[src/hw/rtl/gcfa_pkg.sv]
// ----------------------------------------------------------------------------
// gcfa_pkg
// Shared types and constants for the gradient color fade animator.
// ----------------------------------------------------------------------------
package gcfa_pkg;

  localparam int DIV_NW = 33;  // dividend / quotient width
  localparam int DIV_DW = 24;  // divisor / remainder width

  localparam logic [1:0] OP_TICK  = 2'd0;
  localparam logic [1:0] OP_WRITE = 2'd1;
  localparam logic [1:0] OP_START = 2'd2;
  localparam logic [1:0] OP_NOP   = 2'd3;

  localparam logic [1:0] REG_TOTAL_STEPS = 2'd0;
  localparam logic [1:0] REG_STEP_DUR    = 2'd1;
  localparam logic [1:0] REG_PAL_SIZE    = 2'd2;
  localparam logic [1:0] REG_SEED        = 2'd3;

  localparam logic [15:0] LFSR_MASK    = 16'hB400;
  localparam logic [15:0] LFSR_PERIOD  = 16'hFFFF;
  localparam logic [31:0] BLACK_OPAQUE = 32'hFF000000;
  localparam logic [7:0]  ALPHA_FULL   = 8'hFF;

  typedef struct packed {
    logic              start;
    logic [DIV_NW-1:0] dividend;
    logic [DIV_DW-1:0] divisor;
  } div_req_t;

  typedef struct packed {
    logic              done;
    logic [DIV_NW-1:0] quo;
    logic [DIV_DW-1:0] rem;
  } div_rsp_t;

  function automatic logic [15:0] lfsr_next(input logic [15:0] v);
    logic [15:0] s;
    s = {1'b0, v[15:1]};
    if (v[0]) s = s ^ LFSR_MASK;
    return s;
  endfunction

  function automatic logic [7:0] alpha_fix(input logic [7:0] a);
    return (a == 8'h00) ? ALPHA_FULL : a;
  endfunction

endpackage

[src/hw/rtl/gcfa_div.sv]
// ----------------------------------------------------------------------------
// gcfa_div
// Restoring divider, one quotient bit per cycle, shared by every division by
// a register value that the animator needs.
// ----------------------------------------------------------------------------
module gcfa_div (
  input  logic              clk,
  input  logic              rst,
  input  gcfa_pkg::div_req_t req,
  output gcfa_pkg::div_rsp_t rsp
);
  import gcfa_pkg::*;

  logic [DIV_NW-1:0] quo;
  logic [DIV_DW-1:0] rem;
  logic [DIV_DW-1:0] divisor;
  logic [5:0]        cnt;
  logic              busy;
  logic              done;
  logic [DIV_DW:0]   trial;
  logic              ge;
  logic [DIV_DW:0]   diff;

  assign trial = {rem, quo[DIV_NW-1]};
  assign ge    = trial >= {1'b0, divisor};
  assign diff  = trial - {1'b0, divisor};

  always_ff @(posedge clk) begin
    if (rst) begin
      busy <= 1'b0;
      done <= 1'b0;
    end else begin
      done <= 1'b0;
      if (req.start) begin
        quo     <= req.dividend;
        divisor <= req.divisor;
        rem     <= '0;
        cnt     <= 6'(DIV_NW);
        busy    <= 1'b1;
      end else if (busy) begin
        rem <= ge ? diff[DIV_DW-1:0] : trial[DIV_DW-1:0];
        quo <= {quo[DIV_NW-2:0], ge};
        cnt <= cnt - 6'd1;
        if (cnt == 6'd1) begin
          busy <= 1'b0;
          done <= 1'b1;
        end
      end
    end
  end

  assign rsp.done = done;
  assign rsp.quo  = quo;
  assign rsp.rem  = rem;

endmodule

[src/hw/rtl/gradient_color_fade_animator.sv]
// ----------------------------------------------------------------------------
// gradient_color_fade_animator
// Steps two ARGB corner colors through a palette fade and emits the
// interpolated pair on each tick that advances the fade or finds it at step zero.
// ----------------------------------------------------------------------------
//  channel | handshake           | payload
//  --------+---------------------+------------------------------------------
//  in      | in_valid/in_stall   | opcode, elapsed_us, entry_index, entry_color
//  out     | out_valid/out_stall | top_left_color, bottom_right_color
//  cfg     | cfg_valid/cfg_ready | cfg_index, cfg_data
//
//  One beat at a time: palette writes, starts and ticks are each worked in
//  full, a tick stepping the LFSR once per skipped draw (up to 65534).
//  Every division by a register value goes through the single bit-serial
//  divider. in_stall is high while a beat is being worked. A result waits
//  in the output register; a new beat is taken meanwhile. Reset is
//  synchronous; the palette holds garbage until written.
module gradient_color_fade_animator #(
  parameter int PALETTE_DEPTH = 16
) (
  input  logic        clk,
  input  logic        rst,
  input  logic        in_valid,
  output logic        in_stall,
  input  logic [1:0]  opcode,
  input  logic [19:0] elapsed_us,
  input  logic [3:0]  entry_index,
  input  logic [31:0] entry_color,
  output logic        out_valid,
  input  logic        out_stall,
  output logic [31:0] top_left_color,
  output logic [31:0] bottom_right_color,
  input  logic        cfg_valid,
  output logic        cfg_ready,
  input  logic [1:0]  cfg_index,
  input  logic [23:0] cfg_data
);
  import gcfa_pkg::*;

  localparam int AW = (PALETTE_DEPTH > 1) ? $clog2(PALETTE_DEPTH) : 1;
  localparam int EW = $clog2(PALETTE_DEPTH + 1);

  typedef enum logic [18:0] {
    S_IDLE   = 19'h00001,
    S_DIV    = 19'h00002,
    S_TDIV   = 19'h00004,
    S_TSUM   = 19'h00008,
    S_TWRAPS = 19'h00010,
    S_TSKIP  = 19'h00020,
    S_SKIP   = 19'h00040,
    S_WLOOP  = 19'h00080,
    S_START2 = 19'h00100,
    S_PKA    = 19'h00200,
    S_PKB    = 19'h00400,
    S_PKC    = 19'h00800,
    S_PKD    = 19'h01000,
    S_PKE    = 19'h02000,
    S_PKF    = 19'h04000,
    S_LERP   = 19'h08000,
    S_LCH    = 19'h10000,
    S_LACC   = 19'h20000,
    S_EMIT   = 19'h40000
  } state_t;

  state_t state, div_ret, pick_ret;

  logic [15:0] total_steps;
  logic [23:0] step_dur;
  logic [4:0]  pal_size;
  logic [15:0] seed;

  logic [31:0] palette [PALETTE_DEPTH];
  logic [31:0] rd_data;
  logic [AW-1:0] rd_addr;

  logic [31:0] from_first, from_second, to_first, to_second;
  logic [16:0] step_count;
  logic [31:0] time_acc;
  logic [15:0] lfsr;
  logic [31:0] n_steps;
  logic [1:0]  wraps;
  logic [16:0] skip_cnt;
  logic [AW-1:0] pick_i, pick_j;
  logic [2:0]  ch;
  logic [7:0]  chan [5];
  logic [31:0] res_first, res_second;

  div_req_t div_req;
  div_rsp_t div_rsp;

  logic [15:0] total_eff;
  logic [EW-1:0] eff_size;
  logic [32:0] acc_sum;
  logic [31:0] acc_sat;
  logic [15:0] lfsr_d;
  logic [AW-1:0] rem_idx;
  logic [7:0]  ch_a, ch_b;
  logic [23:0] prod_am;
  logic signed [8:0]  ch_diff;
  logic signed [25:0] prod_ds;
  logic signed [26:0] lin;
  logic signed [26:0] num;
  logic [32:0] skip_x;
  logic [16:0] skip_fold;
  logic [16:0] skip_sum;
  logic [16:0] skip_red;
  logic [16:0] skip_dbl;
  logic        in_acc;

  gcfa_div u_div (
    .clk (clk),
    .rst (rst),
    .req (div_req),
    .rsp (div_rsp)
  );

  assign cfg_ready = 1'b1;
  assign in_stall  = (state != S_IDLE);
  assign in_acc    = in_valid && !in_stall;

  assign total_eff = (total_steps == 16'd0) ? 16'd1 : total_steps;
  assign eff_size  = (32'(pal_size) > PALETTE_DEPTH) ? EW'(PALETTE_DEPTH) : EW'(pal_size);
  assign acc_sum   = {1'b0, time_acc} + 33'(elapsed_us);
  assign acc_sat   = acc_sum[32] ? 32'hFFFFFFFF : acc_sum[31:0];
  assign lfsr_d    = lfsr_next(lfsr);
  assign rem_idx   = AW'(div_rsp.rem);

  // skipped wraps mod 65535: fold 16-bit halves, since 2^16 == 1 mod 65535
  assign skip_x    = div_rsp.quo - 33'd2;
  assign skip_fold = 17'(skip_x[15:0]) + 17'(skip_x[31:16]) + 17'(skip_x[32]);
  assign skip_sum  = 17'(skip_cnt[15:0]) + 17'(skip_cnt[16]);
  assign skip_red  = (skip_sum >= 17'(LFSR_PERIOD)) ? skip_sum - 17'(LFSR_PERIOD) : skip_sum;
  assign skip_dbl  = {skip_red[15:0], 1'b0};

  // channel operands: R, G, B of the first color, then of the second
  always_comb begin
    case (ch)
      3'd0:    begin ch_a = from_first[23:16];  ch_b = to_first[23:16];  end
      3'd1:    begin ch_a = from_first[15:8];   ch_b = to_first[15:8];   end
      3'd2:    begin ch_a = from_first[7:0];    ch_b = to_first[7:0];    end
      3'd3:    begin ch_a = from_second[23:16]; ch_b = to_second[23:16]; end
      3'd4:    begin ch_a = from_second[15:8];  ch_b = to_second[15:8];  end
      default: begin ch_a = from_second[7:0];   ch_b = to_second[7:0];   end
    endcase
  end

  assign prod_am = 24'(ch_a) * 24'(total_eff);
  assign ch_diff = $signed({1'b0, ch_b}) - $signed({1'b0, ch_a});
  assign prod_ds = ch_diff * $signed({1'b0, step_count[15:0]});
  assign lin     = $signed({3'b000, prod_am}) + 27'(prod_ds);
  assign num     = (lin <<< 1) + $signed({11'd0, total_eff});

  // palette: one write port, one registered read port
  assign rd_addr = (state == S_PKE) ? pick_j : pick_i;

  always_ff @(posedge clk) begin
    if (in_acc && opcode == OP_WRITE && 32'(entry_index) < PALETTE_DEPTH) begin
      palette[AW'(entry_index)] <= entry_color;
    end
    rd_data <= palette[rd_addr];
  end

  always_ff @(posedge clk) begin
    if (rst) begin
      total_steps <= 16'd1;
      step_dur    <= 24'd1000000;
      pal_size    <= 5'd2;
      seed        <= 16'd1;
    end else if (cfg_valid && cfg_ready) begin
      unique case (cfg_index)
        REG_TOTAL_STEPS: total_steps <= cfg_data[15:0];
        REG_STEP_DUR:    step_dur    <= cfg_data;
        REG_PAL_SIZE:    pal_size    <= cfg_data[4:0];
        REG_SEED:        seed        <= cfg_data[15:0];
        default:         ;
      endcase
    end
  end

  always_ff @(posedge clk) begin
    if (rst) begin
      state         <= S_IDLE;
      div_ret       <= S_IDLE;
      pick_ret      <= S_IDLE;
      div_req.start <= 1'b0;
      from_first    <= '0;
      from_second   <= '0;
      to_first      <= '0;
      to_second     <= '0;
      step_count    <= '0;
      time_acc      <= '0;
      lfsr          <= 16'd1;
    end else begin
      div_req.start <= 1'b0;
      unique case (state)
        S_IDLE: begin
          if (in_acc) begin
            if (opcode == OP_START && eff_size >= EW'(2)) begin
              step_count <= '0;
              time_acc   <= '0;
              lfsr       <= (seed == 16'd0) ? 16'd1 : seed;
              pick_ret   <= S_START2;
              state      <= S_PKA;
            end else if (opcode == OP_TICK) begin
              time_acc <= acc_sat;
              if (step_dur != 24'd0) begin
                div_req.start    <= 1'b1;
                div_req.dividend <= {1'b0, acc_sat};
                div_req.divisor  <= step_dur;
                div_ret          <= S_TDIV;
                state            <= S_DIV;
              end else if (step_count == 17'd0) begin
                state <= S_LERP;
              end
            end
          end
        end
        S_DIV: begin
          if (div_rsp.done) state <= div_ret;
        end
        S_TDIV: begin
          time_acc <= 32'(div_rsp.rem);
          n_steps  <= div_rsp.quo[31:0];
          if (div_rsp.quo == '0) begin
            state <= (step_count == 17'd0) ? S_LERP : S_IDLE;
          end else if (step_count > 17'(total_eff)) begin
            step_count  <= '0;
            n_steps     <= div_rsp.quo[31:0] - 32'd1;
            from_first  <= to_first;
            from_second <= to_second;
            pick_ret    <= S_TSUM;
            state       <= S_PKA;
          end else begin
            state <= S_TSUM;
          end
        end
        S_TSUM: begin
          div_req.start    <= 1'b1;
          div_req.dividend <= 33'(step_count) + 33'(n_steps);
          div_req.divisor  <= 24'(total_eff) + 24'd1;
          div_ret          <= S_TWRAPS;
          state            <= S_DIV;
        end
        S_TWRAPS: begin
          step_count <= div_rsp.rem[16:0];
          if (div_rsp.quo > 33'd2) begin
            wraps <= 2'd2;
            if (eff_size >= EW'(2)) begin
              // skipped wraps only advance the LFSR, two draws per pick
              skip_cnt <= skip_fold;
              state    <= S_TSKIP;
            end else begin
              state <= S_WLOOP;
            end
          end else begin
            wraps <= div_rsp.quo[1:0];
            state <= S_WLOOP;
          end
        end
        S_TSKIP: begin
          skip_cnt <= (skip_dbl >= 17'(LFSR_PERIOD)) ? skip_dbl - 17'(LFSR_PERIOD) : skip_dbl;
          state    <= S_SKIP;
        end
        S_SKIP: begin
          if (skip_cnt != 17'd0) begin
            lfsr     <= lfsr_d;
            skip_cnt <= skip_cnt - 17'd1;
          end else begin
            state <= S_WLOOP;
          end
        end
        S_WLOOP: begin
          if (wraps != 2'd0) begin
            wraps       <= wraps - 2'd1;
            from_first  <= to_first;
            from_second <= to_second;
            pick_ret    <= S_WLOOP;
            state       <= S_PKA;
          end else begin
            state <= S_LERP;
          end
        end
        S_START2: begin
          from_first  <= to_first;
          from_second <= to_second;
          pick_ret    <= S_IDLE;
          state       <= S_PKA;
        end
        S_PKA: begin
          if (eff_size < EW'(2)) begin
            to_first  <= BLACK_OPAQUE;
            to_second <= BLACK_OPAQUE;
            state     <= pick_ret;
          end else begin
            lfsr             <= lfsr_d;
            div_req.start    <= 1'b1;
            div_req.dividend <= 33'(lfsr_d);
            div_req.divisor  <= 24'(eff_size);
            div_ret          <= S_PKB;
            state            <= S_DIV;
          end
        end
        S_PKB: begin
          pick_i           <= rem_idx;
          lfsr             <= lfsr_d;
          div_req.start    <= 1'b1;
          div_req.dividend <= 33'(lfsr_d);
          div_req.divisor  <= 24'(eff_size) - 24'd1;
          div_ret          <= S_PKC;
          state            <= S_DIV;
        end
        S_PKC: begin
          // skip over the first index so the pair always differs
          pick_j <= (rem_idx >= pick_i) ? rem_idx + AW'(1) : rem_idx;
          state  <= S_PKD;
        end
        S_PKD: state <= S_PKE;
        S_PKE: begin
          to_first <= rd_data;
          state    <= S_PKF;
        end
        S_PKF: begin
          to_second <= rd_data;
          state     <= pick_ret;
        end
        S_LERP: begin
          if (step_count == 17'd0) begin
            res_first  <= {alpha_fix(from_first[31:24]), from_first[23:0]};
            res_second <= {alpha_fix(from_second[31:24]), from_second[23:0]};
            state      <= S_EMIT;
          end else if (step_count >= 17'(total_eff)) begin
            res_first  <= {alpha_fix(from_first[31:24]), to_first[23:0]};
            res_second <= {alpha_fix(from_second[31:24]), to_second[23:0]};
            state      <= S_EMIT;
          end else begin
            ch    <= 3'd0;
            state <= S_LCH;
          end
        end
        S_LCH: begin
          div_req.start    <= 1'b1;
          div_req.dividend <= 33'(num[25:0]);
          div_req.divisor  <= {7'd0, total_eff, 1'b0};
          div_ret          <= S_LACC;
          state            <= S_DIV;
        end
        S_LACC: begin
          if (ch == 3'd5) begin
            res_first  <= {alpha_fix(from_first[31:24]), chan[0], chan[1], chan[2]};
            res_second <= {alpha_fix(from_second[31:24]), chan[3], chan[4],
                           div_rsp.quo[7:0]};
            state      <= S_EMIT;
          end else begin
            chan[ch] <= div_rsp.quo[7:0];
            ch       <= ch + 3'd1;
            state    <= S_LCH;
          end
        end
        S_EMIT: begin
          if (!out_valid || !out_stall) state <= S_IDLE;
        end
        default: state <= S_IDLE;
      endcase
    end
  end

  // output register: load from the sequencer, drop once the beat is taken
  always_ff @(posedge clk) begin
    if (rst) begin
      out_valid <= 1'b0;
    end else if (state == S_EMIT && (!out_valid || !out_stall)) begin
      out_valid          <= 1'b1;
      top_left_color     <= res_first;
      bottom_right_color <= res_second;
    end else if (out_valid && !out_stall) begin
      out_valid <= 1'b0;
    end
  end

endmodule
[config.mk]
export PLATFORM = sky130hd
export DESIGN_NAME = gradient_color_fade_animator
export DESIGN_NICKNAME = d
export VERILOG_FILES = /design/src/hw/rtl/gcfa_pkg.sv /design/src/hw/rtl/gcfa_div.sv /design/src/hw/rtl/gradient_color_fade_animator.sv
export SDC_FILE = /design/constraint.sdc
export NUM_CORES = 2
export LEC_CHECK = 0
export ABC_AREA = 1
export BUFFER_PORTS_ARGS = -buffer_cell sky130_fd_sc_hd__buf_4
export CORE_UTILIZATION = 35
export CTS_CLUSTER_SIZE = 28
export DETAILED_ROUTE_END_ITERATION = 6
export PLACE_DENSITY = 0.53
export SYNTH_ARGS = -nofsm -noshare
export SYNTH_HDL_FRONTEND = slang
export SYNTH_SLANG_ARGS = --single-unit
[constraint.sdc]
create_clock -name clk -period 22.2 [get_ports clk]
set_input_delay 0 -clock clk [delete_from_list [all_inputs] [get_ports clk]]
set_output_delay 0 -clock clk [all_outputs]
set_load 0.01 [all_outputs]
# == Word-level counts from Yosys, hierarchy flattened ==
# Memory sizes are Yosys's and may differ from the RTL's. A register that Yosys moved wholly into a read port is not among the register bits.
# Index checks and enable logic that the tools add are counted.
# classes
addsub,20
mul,2
magnitude_cmp,10
eq_ne,54
muxes,113
n_bitwise,3
reduce_logical,60
# ops
cell,count
2-to-1 mux 32 bit,19
2-to-1 mux 19 bit,23
case mux 19 bit (17 select lines),1
case mux 32 bit (2 select lines),5
2-to-1 mux 58 bit,5
case mux 58 bit (5 select lines),1
case mux 32 bit (3 select lines),2
2-to-1 mux 16 bit,11
2-to-1 mux 17 bit,8
case mux 17 bit (3 select lines),2
case mux 19 bit (5 select lines),1
case mux 8 bit (5 select lines),2
case mux 19 bit (4 select lines),1
2-to-1 mux 33 bit,2
case mux 16 bit (4 select lines),1
2-to-1 mux 24 bit,2
"!= test 2 bit, second input constant",19
"greater-or-equal comparator 17 x 16 -> 1 bit, second input constant",2
adder 17 x 32 -> 33 bit,1
adder 32 x 20 -> 33 bit,1
"> comparator 33 x 2 -> 1 bit, second input constant",1
zero test 33 bit,1
"subtractor 33 x 2 -> 33 bit, second input constant",1
zero test 16 bit,2
other kinds (87),148
# totals
reg_bits,649
mem_bits_rw,552
inputBits,89
wordCells,298
memories,2
# memory_table
name,words,word_bits,read_ports,rd_clocked_by_memory_dff,wr,line,rtl
palette,16,32,1,1,1,gradient_color_fade_animator.sv:72,logic [31:0] palette [PALETTE_DEPTH];
chan,5,8,5,0,1,gradient_color_fade_animator.sv:85,logic [7:0] chan [5];

# == Depth between registers and ports, before layout ==
# depth
ltp_word,7
depth_mapped,52
mapped_depth_nobuf,49

# == Cells and area by module ==
# Synthesis repeated with hierarchy kept, for this count alone.
# unflattened
hier_cells,7519
area_unflattened_um2,67190.7
# modules_own_cells
module,n_inst,cells_per_inst,area_per_inst_um2,seq_area_each_um2
gradient_color_fade_animator,1,6804,61699.2,30339.1
gcfa_div,1,715,5491.5,2652.5

# == Worst setup path after synthesis ==
# OpenSTA, ideal clock, no wires.
# synth_timing
path_kind,reg-to-reg
from,register ch[1]
to,register div_req[49] (netlist bit) (data pin)
setup_ps,254
arrival_time_ps,8609
path_slack_ps,13336
path_stages_with_launch,48
synth_period_minus_slack_ps,8864
path_cell_list,edfxtp_1 inv_1 ha_1 nand2_1 clkinv_1 a22o_1 a221oi_1 nand3_1 o21ai_0 buf_2 nor2_1 fa_1 fa_1 fa_1 inv_1 fa_1 inv_1 ha_1 [12 not listed] nand2_1 inv_1 nand2_1 nand2_1 a21oi_1 xnor2_1 ha_1 nand2_1 nor2_1 nand3_1 nand2_1 nand3_1 nand2_1 inv_1 nor2_1 nand3_1 nand3_1 nand2_1
# synth_via
elab_chain_cells,7
word_cells_on_any_way,13
classes_between,add/sub: 3; mul: 2; eq/ne: 4; mux: 3; reduce/logical: 1
# synth_lines
element,line,rtl
from (decl),gradient_color_fade_animator.sv:84,logic [2:0] ch;
from (signal assigned),gradient_color_fade_animator.sv:355,ch <= ch + 3'd1;
"equality test 3 bit, or another cell as far along",gradient_color_fade_animator.sv:137,case (ch)
case mux 8 bit (5 select lines),gradient_color_fade_animator.sv:137,
subtractor 8 x 8 -> 9 bit,gradient_color_fade_animator.sv:148,"assign ch_diff = $signed({1'b0, ch_b}) - $signed({1'b0, ch_a});"
multiplier 9 x 17 -> 25 bit,gradient_color_fade_animator.sv:149,"assign prod_ds = ch_diff * $signed({1'b0, step_count[15:0]});"
adder 25 bit *,gradient_color_fade_animator.sv:150,"assign lin = $signed({3'b000, prod_am}) + 27'(prod_ds);"
adder 26 x 17 -> 26 bit *,gradient_color_fade_animator.sv:151,"assign num = (lin <<< 1) + $signed({11'd0, total_eff});"
case mux 58 bit (5 select lines) *,gradient_color_fade_animator.sv:195,unique case (state)
to (decl),gradient_color_fade_animator.sv:88,div_req_t div_req;
# Every way passes the cells marked *; elsewhere a longest branch is shown, timed or not.
# A chain may end at the register's enable or synchronous reset.

# == Worst setup path in the final report ==
# layout_timing
from,register ch[1]
to,register div_req[45] (netlist bit) (data pin)
# Same word-level chain as after synthesis.

==> results.cfg <==
[status]
status = complete, no violations

[run]
maxCapViolations = 0

[power_and_ir_drop]
ir_worst_vdd_v = 0.00006487
leakagePower_nw = 30.12
power.density_mw_per_mm2 = 78.92

[setup_path]
cpPeakStageDelay_ps = 680
critical_path.most_common_cell = nand2_1
slowest_stage = nor4_4
crit_family = adder cells
cp_data_arrival_time_ps = 11500
path_class = reg -> reg
cp_num_buf_inv = 11
end_kind = flop
crit_path_start_kind = flop
crit_required_ps = 22720
worstPathMaxFanout = 16

[final_layout]
drive_gt1_share_pct = 7.393
area_growth_pct = 14.11
n_fill_cell = 18850
final_nets = 8115
design_area_sq_mm = 0.07621
n_antenna_cell = 0
fin_util_pct = 40.41

[die]
die_area_sq_mm = 0.1926
placeableCoreArea_sq_mm = 0.1886
die_h_um = 438.8
row_count = 159
ios = 156
fp.dieW_um = 438.8
initial_utilization_pct = 35.41

[timing]
rsz0062_at_grt = false
tightestPinTransition_ps = 1094
max_freq_mhz = 91.10
finalSetupTns_ps = 0
fin_crit_ps = 10980
relSlewSlack_pct = 26.90
finClkSkew_ps = 36.26
worst_hold_slack_ps = 59.28
worst_slack_ps = 11220
min_period_over_period_pct = 49.44
finalSetupViolCount = 0
final_max_slew_viol_count = 0
hold_viol_final = 0

[drt]
routedWlPerCell_um = 21.69
dr.pass1.iters = 5
ant_nets = 0
wl_um = 220500
vias = 52490
drcViolationCount = 0
via_per_inst = 5.165
drt-initial-drc-count = 4500

[clocking]
cts_tree = done
clk_latency_ps = 800
cts_buffer_depth = 3
cts_setup_buffers = 0
cts_root_buffer = clkbuf_16
htreeDepth = 4
clock-sinks = 1205
cts_inserted_buffers = 135
clk_pin_slew_ps = 60

[synthesis]
synth_ff_type = edfxtp_1
syn_avg_cell_area_sq_um = 9.069
synth_cells = 7364
ys_seq_area_share_pct = 49.40
syn_nets = 7915
synthMuxAreaShare_pct = 0.01686
yosysMostFrequentCell = nand2_1
syn_area_sq_mm = 0.06678
synthArstFlopShare_pct = 0
synth_top_family_by_area = simple AND/OR/NAND/NOR gates
synth-edff-count = 886
yosysTopAreaCell = edfxtp_1
synth_xor_area_share_pct = 1.874
synthAdderAreaFrac_pct = 11.03
synth.distinct_cells = 70
synthTopCellsByArea = edfxtp_1, dfxtp_1, nand2_1
netlist_top_cells_count = nand2_1, inv_1, edfxtp_1
synth_compound_area_share_pct = 13.04
synth_warnings = 0
synth-seq-cells = 1205
synth-simple-area-share_pct = 17.24
synth_top_cell_area_share_pct = 39.84

[global_route]
globalRouteOverflowTotal = 0
grt_antenna_before_repair = 13
grt.total_usage_pct = 22.60
grt_max_degree = 127
grt_pass1_wl_um = 326900
grt_pass1_vias = 50950

[place]
port_buffers = 154
place_congestion = 0.9429
placed_area_sq_mm = 0.07067
pre_cts_ws_ps = 11410
dpl.hpwl_um = 156700

[worst_hold_path]
hold_class = in -> reg
## state kept, by name, summed over array words and instances, names as in the netlist, 32 cells and up
register,cells
palette,512
div_req,58
chan,40
u_div.quo,33
bottom_right_color,32
from_first,32
from_second,32
n_steps,32
rd_data,32
res_first,32
res_second,32
time_acc,32
to_first,32
to_second,32
top_left_color,32
## path summary, 6_finish.rpt
| check | from | cells after the start | slack (ps) | endpoint |
|---|---|---|---|---|
| max | ch[1] | 47 | 11220 | div_req[45] |
| min | elapsed_us[10] | 6 | 60 | time_acc[10] |
| max reg2reg | ch[1] | 47 | 11220 | div_req[45] |
| min reg2reg | res_first[12] | 0 | 410 | top_left_color[12] |
## tightest hold or removal path: stages
cell and delay (ps):
buf_4 80, ha_1 210, xor2_1 170, or2_2 160, nand2_1 60, a21oi_1 110
## routing by layer
| layer | vias up | GRT usage (%) | share of wire, % |
|---|---|---|---|
| met5 | - | 0 | 0.026 |
| met4 | 10 | 7.283 | 3.1 |
| met2 | 1420 | 37.96 | 48 |
| met3 | 331 | 3.078 | 4.9 |
| li1 | 25200 | - | - |
| met1 | 25530 | 29.96 | 44 |
## final cells by class
| type | count | area [sq um] | share of cell area [%] |
|---|---|---|---|
| clock inverters | 58 | 710.7 | 0.9326 |
| multi-input cells | 4905 | 29090 | 38.17 |
| inverters | 956 | 3596 | 4.719 |
| clock buffers | 184 | 3706 | 4.863 |
| flip-flops and latches | 1205 | 32990 | 43.29 |
| well taps | 2495 | 3122 | 4.096 |
| repair buffers | 361 | 2994 | 3.929 |
## timing repair
| action | 4_1_cts | 5_1_grt |
|---|---|---|
| setup endpoints to repair | 0 | 0 |
| resized for setup | 0 | 0 |
| endpoints found under the hold margin | 680 | 0 |
| hold buffers | 112 | 0 |
## placed cells by master, fill, tap and decap left out, types with 11 or more instances in the layout
| cell | Yosys | layout |
|---|---|---|
| a21o_1 | 17 | 17 |
| a21oi_1 | 478 | 478 |
| a221oi_1 | 15 | 15 |
| a31oi_1 | 15 | 15 |
| buf_4 | 12 | 248 |
| bufinv_16 | 0 | 11 |
| clkbuf_1 | 152 | 38 |
| clkbuf_16 | 0 | 138 |
| clkinv_1 | 17 | 31 |
| clkinv_2 | 0 | 18 |
| dfxtp_1 | 319 | 318 |
| dlygate4sd3_1 | 0 | 112 |
| edfxtp_1 | 886 | 886 |
| fa_1 | 211 | 211 |
| ha_1 | 251 | 251 |
| inv_1 | 918 | 917 |
| inv_2 | 21 | 19 |
| nand2_1 | 1465 | 1464 |
| nand3_1 | 301 | 301 |
| nand3b_1 | 14 | 14 |
| nand4_1 | 81 | 81 |
| nor2_1 | 726 | 706 |
| nor2_4 | 9 | 27 |
| nor3_1 | 72 | 69 |
| nor4_1 | 21 | 21 |
| o2111ai_1 | 12 | 12 |
| o211ai_1 | 168 | 168 |
| o21ai_0 | 533 | 528 |
| o21ai_1 | 145 | 147 |
| o21bai_1 | 48 | 48 |
| o221ai_1 | 20 | 20 |
| o22ai_1 | 23 | 23 |
| o31ai_1 | 15 | 15 |
| or2_2 | 27 | 27 |
| xnor2_1 | 29 | 29 |
| xor2_1 | 112 | 112 |
## through the flow
step / cells / total power [mW]
global placement: 9810 / 3.770
finish: 10160 / 6.015
CTS: 10160 / 6.057
global route: 10160 / 6.276
floorplan: 7364 / 3.417
detailed placement: 9810 / 3.779
## report_power, final
part / switching (mW) / total [mW] / internal, mW
logic: 0.731 / 1.06 / 0.333
registers: 0.0984 / 2.69 / 2.60
clock network: 0.948 / 2.26 / 1.31
total: 1.78 / 6.01 / 4.24
## logic make-up (layout without fill, tap and decap cells)
group,after synthesis,after routing
compound gates,1536,1536
xor+xnor,142,142
fa+ha+maj,462,462
buf+inv,1254,1559
flops,1205,1205
mux,1,1
other cells,1,1
simple gates,2763,2763
Power figures use the tool's default switching activity.
